<file path="src/rtl/trt_pkg.sv">
// ----------------------------------------------------------------------------
// trt_pkg: shared types and constants of the text run tokenizer
// Token kinds, configuration register indexes, result types and the byte
// classifier.
// ----------------------------------------------------------------------------
`default_nettype none

package trt_pkg;

    // token kinds
    localparam logic [2:0] K_BLANK = 3'd0;
    localparam logic [2:0] K_WORD  = 3'd1;
    localparam logic [2:0] K_PUNCT = 3'd2;
    localparam logic [2:0] K_ENDL  = 3'd3;
    localparam logic [2:0] K_TERM  = 3'd4;

    // configuration register indexes
    localparam int         CFG_IDX_W      = 1;
    localparam int         CFG_DATA_W     = 8;
    localparam logic [CFG_IDX_W-1:0] CFG_ESC_EN   = 1'd0;
    localparam logic [CFG_IDX_W-1:0] CFG_ESC_BYTE = 1'd1;

    localparam logic [7:0] ESC_BYTE_RST = 8'd92;

    // emit counts
    localparam logic [1:0] EMIT_NONE = 2'd0;
    localparam logic [1:0] EMIT_ONE  = 2'd1;
    localparam logic [1:0] EMIT_TWO  = 2'd2;

    typedef struct packed {
        logic [7:0] out_byte;
        logic [2:0] kind;
        logic       token_start;
        logic       run_last;
    } t_result;

    // results caused by one request
    typedef struct packed {
        logic [1:0] count;
        t_result    r0;
        t_result    r1;
    } t_emit;

    function automatic logic [2:0] trt_classify(input logic [7:0] c);
        logic [2:0] k;
        if (c == 8'h09 || c == 8'h20) begin
            k = K_BLANK;
        end else if (c >= 8'h80) begin
            k = K_WORD;
        end else if ((c >= 8'h30 && c <= 8'h39) || (c >= 8'h41 && c <= 8'h5A) ||
                     (c >= 8'h61 && c <= 8'h7A)) begin
            k = K_WORD;
        end else if (c >= 8'h21 && c <= 8'h7E) begin
            k = K_PUNCT;
        end else if (c >= 8'h0A && c <= 8'h0D) begin
            k = K_ENDL;
        end else begin
            k = K_TERM;
        end
        return k;
    endfunction

endpackage

`default_nettype wire

</file>
<file path="src/rtl/trt_in_if.sv">
// ----------------------------------------------------------------------------
// trt_in_if: input byte channel
// Valid/ready channel that carries one text byte and its end-of-stream flag.
// ----------------------------------------------------------------------------
`default_nettype none

interface trt_in_if;
    logic       valid;
    logic       ready;
    logic [7:0] in_byte;
    logic       stream_end;

    modport source (output valid, output in_byte, output stream_end, input ready);
    modport sink   (input valid, input in_byte, input stream_end, output ready);
endinterface

`default_nettype wire

</file>
<file path="src/rtl/trt_out_if.sv">
// ----------------------------------------------------------------------------
// trt_out_if: result channel
// Valid/ready channel that carries one classified output byte.
// ----------------------------------------------------------------------------
`default_nettype none

interface trt_out_if;
    logic       valid;
    logic       ready;
    logic [7:0] out_byte;
    logic [2:0] kind;
    logic       token_start;
    logic       run_last;

    modport source (output valid, output out_byte, output kind, output token_start,
                    output run_last, input ready);
    modport sink   (input valid, input out_byte, input kind, input token_start,
                    input run_last, output ready);
endinterface

`default_nettype wire

</file>
<file path="src/rtl/trt_lexer.sv">
// ----------------------------------------------------------------------------
// trt_lexer: run merge and escape decision
// Holds the token state and the configuration registers, and works out the
// results of one accepted request combinationally.
// ----------------------------------------------------------------------------
`default_nettype none

module trt_lexer
    import trt_pkg::*;
(
    input  wire logic                  i_clk,
    input  wire logic                  i_rst_n,
    input  wire logic                  i_cfg_we,
    input  wire logic [CFG_IDX_W-1:0]  i_cfg_idx,
    input  wire logic [CFG_DATA_W-1:0] i_cfg_data,
    input  wire logic                  i_accept,
    input  wire logic [7:0]            i_byte,
    input  wire logic                  i_last,
    output t_emit                      o_emit
);

    logic       r_esc_en;
    logic [7:0] r_esc_byte;
    logic [2:0] r_prev_kind, n_prev_kind;
    logic [7:0] r_prev_byte, n_prev_byte;
    logic       r_esc_pend,  n_esc_pend;
    logic       r_open,      n_open;
    logic       r_empty,     n_empty;

    logic [2:0] cls;
    logic       joins;
    t_emit      emit;

    assign cls   = trt_classify(i_byte);
    assign joins = r_open && (cls == r_prev_kind) &&
                   !(r_prev_kind == K_PUNCT && r_prev_byte != i_byte);

    // decide results and next token state
    always_comb begin
        emit        = '0;
        n_prev_kind = r_prev_kind;
        n_prev_byte = r_prev_byte;
        n_esc_pend  = r_esc_pend;
        n_open      = r_open;
        n_empty     = r_empty;

        if (r_esc_pend) begin
            n_esc_pend  = 1'b0;
            n_empty     = 1'b0;
            n_open      = 1'b1;
            n_prev_kind = K_WORD;
            n_prev_byte = i_byte;
            if (cls == K_WORD || cls == K_BLANK) begin
                emit.count = EMIT_TWO;
                emit.r0    = '{out_byte: r_esc_byte, kind: K_WORD, token_start: 1'b1,
                               run_last: 1'b0};
                emit.r1    = '{out_byte: i_byte, kind: K_WORD, token_start: 1'b0,
                               run_last: 1'b1};
            end else if (cls == K_PUNCT) begin
                emit.count = EMIT_ONE;
                emit.r0    = '{out_byte: i_byte, kind: K_WORD, token_start: 1'b1,
                               run_last: 1'b1};
            end else if (cls == K_ENDL) begin
                emit.count  = EMIT_TWO;
                emit.r0     = '{out_byte: i_byte, kind: K_ENDL, token_start: 1'b1,
                                run_last: 1'b0};
                emit.r1     = '{out_byte: i_byte, kind: K_ENDL, token_start: 1'b0,
                                run_last: 1'b1};
                n_prev_kind = K_ENDL;
            end else begin
                // escaped terminator opens an empty word token
                n_empty = 1'b1;
            end
        end else if (joins) begin
            emit.count  = EMIT_ONE;
            emit.r0     = '{out_byte: i_byte, kind: cls, token_start: r_empty,
                            run_last: 1'b1};
            n_empty     = 1'b0;
            n_prev_byte = i_byte;
        end else if (r_esc_en && i_byte == r_esc_byte) begin
            n_open      = 1'b0;
            n_empty     = 1'b0;
            n_prev_kind = K_TERM;
            if (i_last) begin
                emit.count = EMIT_ONE;
                emit.r0    = '{out_byte: i_byte, kind: K_WORD, token_start: 1'b1,
                               run_last: 1'b1};
            end else begin
                n_esc_pend = 1'b1;
            end
        end else begin
            emit.count  = EMIT_ONE;
            emit.r0     = '{out_byte: i_byte, kind: cls, token_start: 1'b1,
                            run_last: 1'b1};
            n_open      = 1'b1;
            n_empty     = 1'b0;
            n_prev_kind = cls;
            n_prev_byte = i_byte;
        end

        // end of stream drops all token state
        if (i_last) begin
            n_prev_kind = K_TERM;
            n_prev_byte = 8'd0;
            n_esc_pend  = 1'b0;
            n_open      = 1'b0;
            n_empty     = 1'b0;
        end
    end

    assign o_emit = emit;

    // hold configuration registers
    always_ff @(posedge i_clk) begin
        if (!i_rst_n) begin
            r_esc_en   <= 1'b1;
            r_esc_byte <= ESC_BYTE_RST;
        end else if (i_cfg_we) begin
            case (i_cfg_idx)
                CFG_ESC_EN:   r_esc_en   <= i_cfg_data[0];
                CFG_ESC_BYTE: r_esc_byte <= i_cfg_data;
                default:      r_esc_en   <= r_esc_en;
            endcase
        end
    end

    // advance token state on each accepted request
    always_ff @(posedge i_clk) begin
        if (!i_rst_n) begin
            r_prev_kind <= K_TERM;
            r_prev_byte <= 8'd0;
            r_esc_pend  <= 1'b0;
            r_open      <= 1'b0;
            r_empty     <= 1'b0;
        end else if (i_accept) begin
            r_prev_kind <= n_prev_kind;
            r_prev_byte <= n_prev_byte;
            r_esc_pend  <= n_esc_pend;
            r_open      <= n_open;
            r_empty     <= n_empty;
        end
    end

endmodule

`default_nettype wire

</file>
<file path="src/rtl/text_run_tokenizer_top.sv">
// ----------------------------------------------------------------------------
// text_run_tokenizer_top: character class run lexer
// Classifies text bytes, merges runs into tokens and resolves escape pairs.
// ----------------------------------------------------------------------------
// Results are registered: a request's first result appears on the output in
// the cycle after the request. One request per cycle while the output is ready
// and each yields at most one result; a request that yields two results holds
// the input until the two-entry result buffer has drained to one entry.
// Reset: synchronous active low; clears token state, empties the result
// buffer and restores escape_enable to 1 and escape_byte to 92.
`default_nettype none

module text_run_tokenizer_top
    import trt_pkg::*;
(
    input  wire logic                  i_clk,
    input  wire logic                  i_rst_n,
    input  wire logic                  i_cfg_we,
    input  wire logic [CFG_IDX_W-1:0]  i_cfg_idx,
    input  wire logic [CFG_DATA_W-1:0] i_cfg_data,
    trt_in_if.sink                     i_req,
    trt_out_if.source                  o_rsp
);

    logic [1:0] r_cnt, n_cnt;
    t_result    r_slot0, n_slot0;
    t_result    r_slot1, n_slot1;

    logic  accept;
    logic  pop;
    t_emit emit;

    assign pop         = o_rsp.valid && o_rsp.ready;
    assign i_req.ready = (r_cnt == EMIT_NONE) || (r_cnt == EMIT_ONE && o_rsp.ready);
    assign accept      = i_req.valid && i_req.ready;

    trt_lexer u_lexer (
        .i_clk      (i_clk),
        .i_rst_n    (i_rst_n),
        .i_cfg_we   (i_cfg_we),
        .i_cfg_idx  (i_cfg_idx),
        .i_cfg_data (i_cfg_data),
        .i_accept   (accept),
        .i_byte     (i_req.in_byte),
        .i_last     (i_req.stream_end),
        .o_emit     (emit)
    );

    // load new results or shift the buffer on a pop
    always_comb begin
        n_cnt   = r_cnt;
        n_slot0 = r_slot0;
        n_slot1 = r_slot1;
        if (accept) begin
            n_cnt   = emit.count;
            n_slot0 = emit.r0;
            n_slot1 = emit.r1;
            if (!pop && r_cnt == EMIT_ONE) begin
                n_cnt = r_cnt;
            end
        end else if (pop) begin
            n_cnt   = r_cnt - 2'd1;
            n_slot0 = r_slot1;
        end
    end

    always_ff @(posedge i_clk) begin
        if (!i_rst_n) begin
            r_cnt <= EMIT_NONE;
        end else begin
            r_cnt <= n_cnt;
        end
    end

    always_ff @(posedge i_clk) begin
        r_slot0 <= n_slot0;
        r_slot1 <= n_slot1;
    end

    // drive the result channel from the head slot
    assign o_rsp.valid       = (r_cnt != EMIT_NONE);
    assign o_rsp.out_byte    = r_slot0.out_byte;
    assign o_rsp.kind        = r_slot0.kind;
    assign o_rsp.token_start = r_slot0.token_start;
    assign o_rsp.run_last    = r_slot0.run_last;

endmodule

`default_nettype wire
</file>
<file path="src/flat_wrapper.sv">
// flat-port wrapper written by rule: the top's interface ports become plain ports
module text_run_tokenizer_top_flat import trt_pkg::*;
  (i_clk, i_rst_n, i_cfg_we, i_cfg_idx, i_cfg_data, i_req_valid, i_req_in_byte, i_req_stream_end, i_req_ready, o_rsp_valid, o_rsp_out_byte, o_rsp_kind, o_rsp_token_start, o_rsp_run_last, o_rsp_ready);
  trt_in_if i_req_i ();
  trt_out_if o_rsp_i ();
  input  wire logic i_clk;
  input  wire logic i_rst_n;
  input  wire logic i_cfg_we;
  input  wire logic [CFG_IDX_W-1:0] i_cfg_idx;
  input  wire logic [CFG_DATA_W-1:0] i_cfg_data;
  input wire logic [$bits(i_req_i.valid)-1:0] i_req_valid;
  input wire logic [$bits(i_req_i.in_byte)-1:0] i_req_in_byte;
  input wire logic [$bits(i_req_i.stream_end)-1:0] i_req_stream_end;
  output wire logic [$bits(i_req_i.ready)-1:0] i_req_ready;
  output wire logic [$bits(o_rsp_i.valid)-1:0] o_rsp_valid;
  output wire logic [$bits(o_rsp_i.out_byte)-1:0] o_rsp_out_byte;
  output wire logic [$bits(o_rsp_i.kind)-1:0] o_rsp_kind;
  output wire logic [$bits(o_rsp_i.token_start)-1:0] o_rsp_token_start;
  output wire logic [$bits(o_rsp_i.run_last)-1:0] o_rsp_run_last;
  input wire logic [$bits(o_rsp_i.ready)-1:0] o_rsp_ready;
  assign i_req_i.valid = i_req_valid;
  assign i_req_i.in_byte = i_req_in_byte;
  assign i_req_i.stream_end = i_req_stream_end;
  assign i_req_ready = i_req_i.ready;
  assign o_rsp_valid = o_rsp_i.valid;
  assign o_rsp_out_byte = o_rsp_i.out_byte;
  assign o_rsp_kind = o_rsp_i.kind;
  assign o_rsp_token_start = o_rsp_i.token_start;
  assign o_rsp_run_last = o_rsp_i.run_last;
  assign o_rsp_i.ready = o_rsp_ready;
  text_run_tokenizer_top u_core (.i_clk(i_clk), .i_rst_n(i_rst_n), .i_cfg_we(i_cfg_we), .i_cfg_idx(i_cfg_idx), .i_cfg_data(i_cfg_data), .i_req(i_req_i), .o_rsp(o_rsp_i));
endmodule
</file>
<file path="config.mk">
export PLATFORM = sky130hd
export DESIGN_NAME = text_run_tokenizer_top_flat
export DESIGN_NICKNAME = d
export VERILOG_FILES = /design/src/rtl/trt_pkg.sv /design/src/rtl/trt_in_if.sv /design/src/rtl/trt_out_if.sv /design/src/rtl/trt_lexer.sv /design/src/rtl/text_run_tokenizer_top.sv /design/src/flat_wrapper.sv
export SDC_FILE = /design/constraint.sdc
export NUM_CORES = 1
export LEC_CHECK = 0
export ABC_AREA = 0
export BUFFER_PORTS_ARGS = -buffer_cell sky130_fd_sc_hd__buf_4
export CAP_MARGIN = 40
export CORE_ASPECT_RATIO = 0.6
export CORE_MARGIN = 2
export CORE_UTILIZATION = 40
export DETAILED_ROUTE_END_ITERATION = 16
export PLACE_DENSITY = 0.64
export SYNTH_ARGS = -nofsm -noshare
export SYNTH_HDL_FRONTEND = slang
export SYNTH_SLANG_ARGS = --single-unit
</file>
<file path="constraint.sdc">
create_clock -name i_clk -period 7.3 [get_ports i_clk]
set_input_delay 1.095 -clock i_clk [delete_from_list [all_inputs] [get_ports i_clk]]
set_output_delay 1.095 -clock i_clk [all_outputs]
set_load 0.02 [all_outputs]
</file>
* Word level (Yosys, flattened, before mapping)
Index checks and enable logic that the tools add are counted.
** Word-level totals
- Input bits :: 23
- Flip-flop bits (word level) :: 51
** Operators by class
- $lt $le $gt $ge :: 11
- Bitwise gates (word level) :: 2
- $add $sub $neg :: 1
- Reduce and logical (&&, ||, !) cells :: 30
- Mux-type cells :: 42
- Eq/ne operators :: 13
** Operators with widths (number)
- two-way mux 15 bit :: 4
- two-way mux 28 bit :: 2
- two-way mux 13 bit :: 3
- two-way mux 8 bit :: 4
- two-way mux 3 bit :: 9
- <= comparator 8 x 7 -> 1 bit, second input constant :: 3
- greater-or-equal comparator 8 x 6 -> 1 bit, second input constant :: 2
- greater-or-equal comparator 8 x 7 -> 1 bit, second input constant :: 2
- two-way mux 14 bit :: 1
- logical AND 1 bit :: 13
- two-way mux 1 bit :: 13
- two-way mux 2 bit :: 6
- AND reduction 2 bit :: 5
- == test 3 x 2 -> 1 bit, second input constant :: 3
- == test 8 x 4 -> 1 bit, second input constant :: 1
- == test 8 x 6 -> 1 bit, second input constant :: 1
- == test 8 bit :: 1
- greater-or-equal comparator 8 x 4 -> 1 bit, second input constant :: 1
- greater-or-equal comparator 8 bit, second input constant :: 1
- <= comparator 8 x 4 -> 1 bit, second input constant :: 1
- <= comparator 8 x 6 -> 1 bit, second input constant :: 1
- != test 8 bit :: 1
- logical OR 1 bit :: 5
- != test 4 bit, second input constant :: 1
- 12 further kinds :: 15

* Depth between registers and ports, before layout
- Depth after elaboration :: 14
- Depth in mapped cells :: 10
- Gate-level depth less buffers :: 9

* Cells and area by module
From an unflattened synthesis, not the netlist that was laid out.
** Unflattened totals
- Cells, all modules :: 265
- Area, all modules :: 2867.8 um^2
** Modules (own cells, without submodules)
- trt_lexer :: instances 1, seq. area each 460.4 um^2, cells each 201, area each 1691.6 um^2
- text_run_tokenizer_top :: instances 1, seq. area each 820.8 um^2, cells each 64, area each 1176.1 um^2

* Least setup slack after synthesis
Ideal clock, no wire load.
- Kind :: input-to-reg
- Start point :: in i_req_in_byte[7]
- End point :: reg u_core.r_slot0, in the netlist u_core.o_rsp.token_start (data pin)
- Slack :: 3.967 ns
- Stages :: 8
- Setup time :: 0.270 ns
- Data arrival time :: 3.064 ns
- Path through :: buf_6 -> or3_4 -> or3_4 -> and3_1 -> a221o_1 -> o211a_2 -> o311ai_0 -> a21oi_1
** Between the ends
- Longest elaborated chain between the ends :: 13
** Ends and longest elaborated chain
- from (decl) :: RTL line flat_wrapper.sv:12 : input wire logic [$bits(i_req_i.in_byte)-1:0] i_req_in_byte;
- greater-or-equal comparator 8 x 4 -> 1 bit, or another cell as far along :: RTL line trt_pkg.sv:55 : end else if (c >= 8'h0A && c <= 8'h0D) begin
- logical AND 1 bit, on equally long branches :: RTL line trt_pkg.sv:55, trt_pkg.sv:50
- two-way mux 3 bit or logical OR 1 bit (tied branches) :: RTL line trt_pkg.sv:55, trt_pkg.sv:50
- two-way mux 3 bit or logical OR 1 bit (tied branches) :: RTL line trt_pkg.sv:53, trt_pkg.sv:50
- two-way mux 3 bit :: RTL line trt_pkg.sv:50 : end else if ((c >= 8'h30 && c <= 8'h39) || (c >= 8'h41 && c <= 8'h5A) ||
- two-way mux 3 bit :: RTL line trt_pkg.sv:48 : end else if (c >= 8'h80) begin
- two-way mux 3 bit :: RTL line trt_pkg.sv:46 : if (c == 8'h09 || c == 8'h20) begin
- == test 3 x 2 -> 1 bit or == test 3 bit (tied branches) :: RTL line trt_lexer.sv:63, trt_lexer.sv:35
- two-way mux 28 bit or logical AND 1 bit (tied branches) :: RTL line trt_lexer.sv:63, trt_lexer.sv:35
- two-way mux 15 bit or logical AND 1 bit (tied branches) :: RTL line trt_lexer.sv:59, trt_lexer.sv:35
- two-way mux 28 bit or two-way mux 15 bit (tied branches) :: RTL line trt_lexer.sv:53, trt_lexer.sv:74
- two-way mux 15 bit * :: RTL line trt_lexer.sv:47 : if (r_esc_pend) begin
- two-way mux 13 bit * :: RTL line text_run_tokenizer_top.sv:54 : if (accept) begin
- to (signal assigned) :: RTL line text_run_tokenizer_top.sv:76 : r_slot0 <= n_slot0;
- to (decl) :: RTL line text_run_tokenizer_top.sv:26 : t_result r_slot0, n_slot0;
Mark *: on every way between the ends. The rest lies on a longest branch, timed or not.
A chain may end at the register's enable or synchronous reset.

* Worst setup path after layout
- Start point :: in i_req_in_byte[2]
- End point :: reg u_core.u_lexer.r_prev_byte[3]
** Between the ends
- Longest elaborated chain between the ends :: 13
** Ends and longest elaborated chain
- greater-or-equal comparator 8 x 4 -> 1 bit, or another cell as far along :: RTL line trt_pkg.sv:55
- logical AND 1 bit, on equally long branches :: RTL line trt_pkg.sv:55, trt_pkg.sv:50
- two-way mux 3 bit or logical OR 1 bit (tied branches) :: RTL line trt_pkg.sv:55, trt_pkg.sv:50
- two-way mux 3 bit or logical OR 1 bit (tied branches) :: RTL line trt_pkg.sv:53, trt_pkg.sv:50
- two-way mux 3 bit :: RTL line trt_pkg.sv:50
- two-way mux 3 bit :: RTL line trt_pkg.sv:48
- two-way mux 3 bit :: RTL line trt_pkg.sv:46
- == test 3 bit :: RTL line trt_lexer.sv:35 : assign joins = r_open && (cls == r_prev_kind) &&
- logical AND 1 bit (2 in a row) :: RTL line trt_lexer.sv:35
- two-way mux 8 bit :: RTL line trt_lexer.sv:74 : end else if (joins) begin
- two-way mux 8 bit :: RTL line trt_lexer.sv:47
- two-way mux 8 bit :: RTL line trt_lexer.sv:102 : if (i_last) begin
- to (signal assigned) :: RTL line trt_lexer.sv:137 : r_prev_byte <= n_prev_byte;
- to (decl) :: RTL line trt_lexer.sv:25 : logic [7:0] r_prev_byte, n_prev_byte;
Several ways; a longest one is shown, not always the timed one.

==> metrics.txt <==
top_reg_cell synth dfxtp_1; outcome complete, no violations; Hold Fails Final Rpt 0; largest net degree at the start of global routing 35; Final Net Count 345; setup bufs post-CTS 0; IO buf count 37; cell mode on critical path nor3_1; Largest stage delay, worst path around 0.56 ns; Leakage 1.23 nW; Syn-to-layout area delta 15.8%; syn_nets 320; CTS H-tree lvls 2; Initial DRC Count 102; #FFs+latches synth 48; Die Width 111 µm; RSZ-0062 raised after global routing false; worst slew pin tran 0.714 ns; antenna violations before repair 0; met3 Track Usage GR roughly 4.3%; path type of the worst setup path input port to flip-flop; mux contribution to synthesized area 5.21%; Crit path arrival time 3.78 ns; xor/xnor share of the synthesized area under 10%; hold_buf cts 0; # rows 23; fmax roughly 280 MHz; M2 GR Usage a little under a quarter; Fin Setup TNS 0 ns; sequential share of power 41.6%; Num CTS Buffers 5; Core Area 0.00665 mm²; Internal 0.000639 W; post-synth top area share 25.2%; Clock Skew 0.00922 ns; relative slew slack 52.2%; drt wl/cell 15.6 µm; Sw Pwr about 0.00035 W; clock tree buffer depth 2; layout cells sized above 1 a little under a fifth; Seq/Total Area, Yosys 43.5%; critical hold path startpoint u_core.u_lexer.r_prev_kind[0]$_SDFFE_PN0P_; FF-to-FF Start u_core.r_cnt[0]$_SDFFE_PN0P_; Unique masters post-synth between 40 and 50; Setup violations, final 0; reg2reg end u_core.u_lexer.r_prev_byte[3]$_SDFFE_PN0P_; FILL cells 666; Post-Syn Area 0.00274 mm²; adder-cell share of the synthesized area less than 1%; Clock Sinks 48; root buffer cell clkbuf_16; post-detailed-route count of antenna-violating nets 0; Yosys warning count 0; CTS-repair resized insts 0; Die Ht 68.1 µm; post-route minimum period 3.56 ns; Hold Path End u_core.u_lexer.r_prev_kind[0]$_SDFFE_PN0P_; CTS tree done; Crit path required time ~7.5 ns; share of flip-flops with an asynchronous set or reset 0%; Critical path buffers and inverters 1; vias per inst 5.37; vias in the first global route about 2000; Post-synth EDFFs 23; Tot Pwr approximately 0.00098 W; P per Cell Area ~310 mW/mm²; Final GP Congestion 0.838; worst slack at placement about 3.5 ns; FF+latch area 0.00119 mm²; top cells by count, synth 42 x nand2_1, 25 x dfxtp_1, 23 x edfxtp_1; Cells after Synth 295; Worst Hold Depth 2; clk slew on worst S/H paths roughly 0.060 ns; Worst path slowest cell or4_4; type of the most critical hold path flip-flop to flip-flop; hold slack 0.470 ns; Clock Power Share 22.8%; Residual DRC 0; hpwl dp approximately 4.7 mm; Worst Reg-to-Reg Cells 9; drt total wl 6.38 mm; Initial Utilization 41.2%; Slew Limit Fails 0; startpoint class of the critical path input port; total track usage 17.9%; Comb pwr share 35.7%; CP top delay family simple AND/OR/NAND/NOR gates; GR Util met1 27.9%; syn_area_per_cell between 9 and 10 µm²; ANT cells 0; die footprint ~0.0075 mm²; GRT Max-Usage Layer met1; worst vdd rail ir drop 190 µV; Final Cycle Share 48.8%; total grt overflow 0; Simple-Gate Fraction of Synth Area 23.5%; complex-gate fraction of the synthesized area 15.9%; reg2reg setup slack 4.55 ns; Ports 38; final core occ 47.7%; Clock Latency Late Sink around 0.29 ns; vias post-DR 2189; crit path max fanout 11; Synth area leader edfxtp_1; multi-input logic area between 0.001 and 0.0015 mm²; First-pass DRT Iterations 4; Switching Fraction a little over a third; Area contributors post-synth edfxtp_1 25%, dfxtp_1 18%, nand2_1 5.8%, xnor2_1 5.4%, mux2i_1 4.4%; smallest setup slack after layout 3.74 ns; MaxCap Viol Count 0; CP Cell Sequence buf_4, or4_4, nor3_1, o21ai_0, nor3_1, o211a_2, o21a_1, mux2i_1; CP endpoint kind flip-flop; first-pass GRT wire length 10.5 mm; main combinational cell family by area after synthesis simple AND/OR/NAND/NOR gates; count leader, synth nand2_1
## power by group through the flow
stage | combinational [W] | clock, W | sequential (W)
after CTS | 0.000351 | 0.000228 | 0.000410
after floorplan | 0.000189 | 0 | 0.000454
after global placement | 0.000347 | 0 | 0.000414
final | 0.000351 | 0.000224 | 0.000409
after global routing | 0.000386 | 0.000236 | 0.000417
after detailed placement | 0.000350 | 0 | 0.000416
## cell families after synthesis
logic type	after synthesis
AND/OR/NAND/NOR	119
AO/OA/AOI/OAI	62
flip-flops	48
buffers and inverters	33
XOR/XNOR	17
multiplexers	14
adder cells (fa/ha/maj)	2
## registers in the layout (all words and copies together) (netlist names)
signal / count
u_core.o_rsp.kind: 3
u_core.o_rsp.out_byte: 8
u_core.o_rsp.run_last: 1
u_core.o_rsp.token_start: 1
u_core.r_cnt: 2
u_core.r_slot1: 10
u_core.u_lexer.r_empty: 1
u_core.u_lexer.r_esc_byte: 8
u_core.u_lexer.r_esc_en: 1
u_core.u_lexer.r_esc_pend: 1
u_core.u_lexer.r_open: 1
u_core.u_lexer.r_prev_byte: 8
u_core.u_lexer.r_prev_kind: 3
## layout by cell type, fill, tap and decap left out, types with 3 or more instances in the layout
master / Yosys / final
a21boi_0: 5 / 5
a21oi_1: 16 / 16
and2_1: 7 / 7
and3_1: 11 / 11
buf_4: 0 / 38
clkbuf_16: 0 / 5
dfxtp_1: 25 / 25
edfxtp_1: 23 / 23
inv_1: 13 / 13
mux2i_1: 12 / 12
nand2_1: 42 / 42
nand2b_1: 3 / 3
nand3_1: 16 / 16
nand3b_1: 9 / 9
nand4_1: 6 / 6
nor2_1: 5 / 5
nor3_1: 5 / 5
o211a_1: 3 / 3
o21ai_0: 18 / 18
xnor2_1: 17 / 17
## routing by layer
metal | wire length, µm | vias up
li1 | - | 1102
met1 | 3550 | 1021
met2 | 2420 | 58
met3 | 352 | 8
met4 | 58 | 0
met5 | 0 | -
## worst reg2reg max path: stages, from the launching register on
cell and delay, ns:
dfxtp_1 0.33, inv_1 0.07, ha_1 0.18, inv_1 0.07
nand2_1 0.08, nand2_1 0.36, inv_1 0.42, buf_4 0.35
o21a_1 0.56, mux2i_1 0.28
## stage by stage
stage,cell area [µm²],cells
2_1_floorplan,2740,295
3_3_place_gp,3030,400
3_5_place_dp,3030,400
4_1_cts,3170,408
5_1_grt,3170,408
6_report,3170,408
## worst max-delay path by stage
stage,start,to,cells past startpoint
global route,i_req_in_byte[2],u_core.u_lexer.r_prev_byte[3]$_SDFFE_PN0P_,8
finish,i_req_in_byte[2],u_core.u_lexer.r_prev_byte[3]$_SDFFE_PN0P_,8
CTS,i_req_in_byte[2],u_core.u_lexer.r_prev_byte[3]$_SDFFE_PN0P_,8
floorplan,i_req_in_byte[7],u_core.o_rsp.token_start$_SDFFCE_PN0P_,8
global placement,i_req_in_byte[2],u_core.u_lexer.r_prev_byte[2]$_SDFFE_PN0P_,8
detailed placement,i_req_in_byte[2],u_core.u_lexer.r_prev_byte[3]$_SDFFE_PN0P_,8
## final cells by class
| cell class | count | area share, % |
|---|---|---|
| repair buffers | 38 | 8.99 |
| inverters | 13 | 1.54 |
| well taps | 87 | 3.43 |
| clock buffers | 6 | 4.06 |
| flip-flops and latches | 48 | 37.6 |
| clock inverters | 2 | 0.394 |
| multi-input cells | 214 | 44.0 |
(Power assumes the default switching activity.)
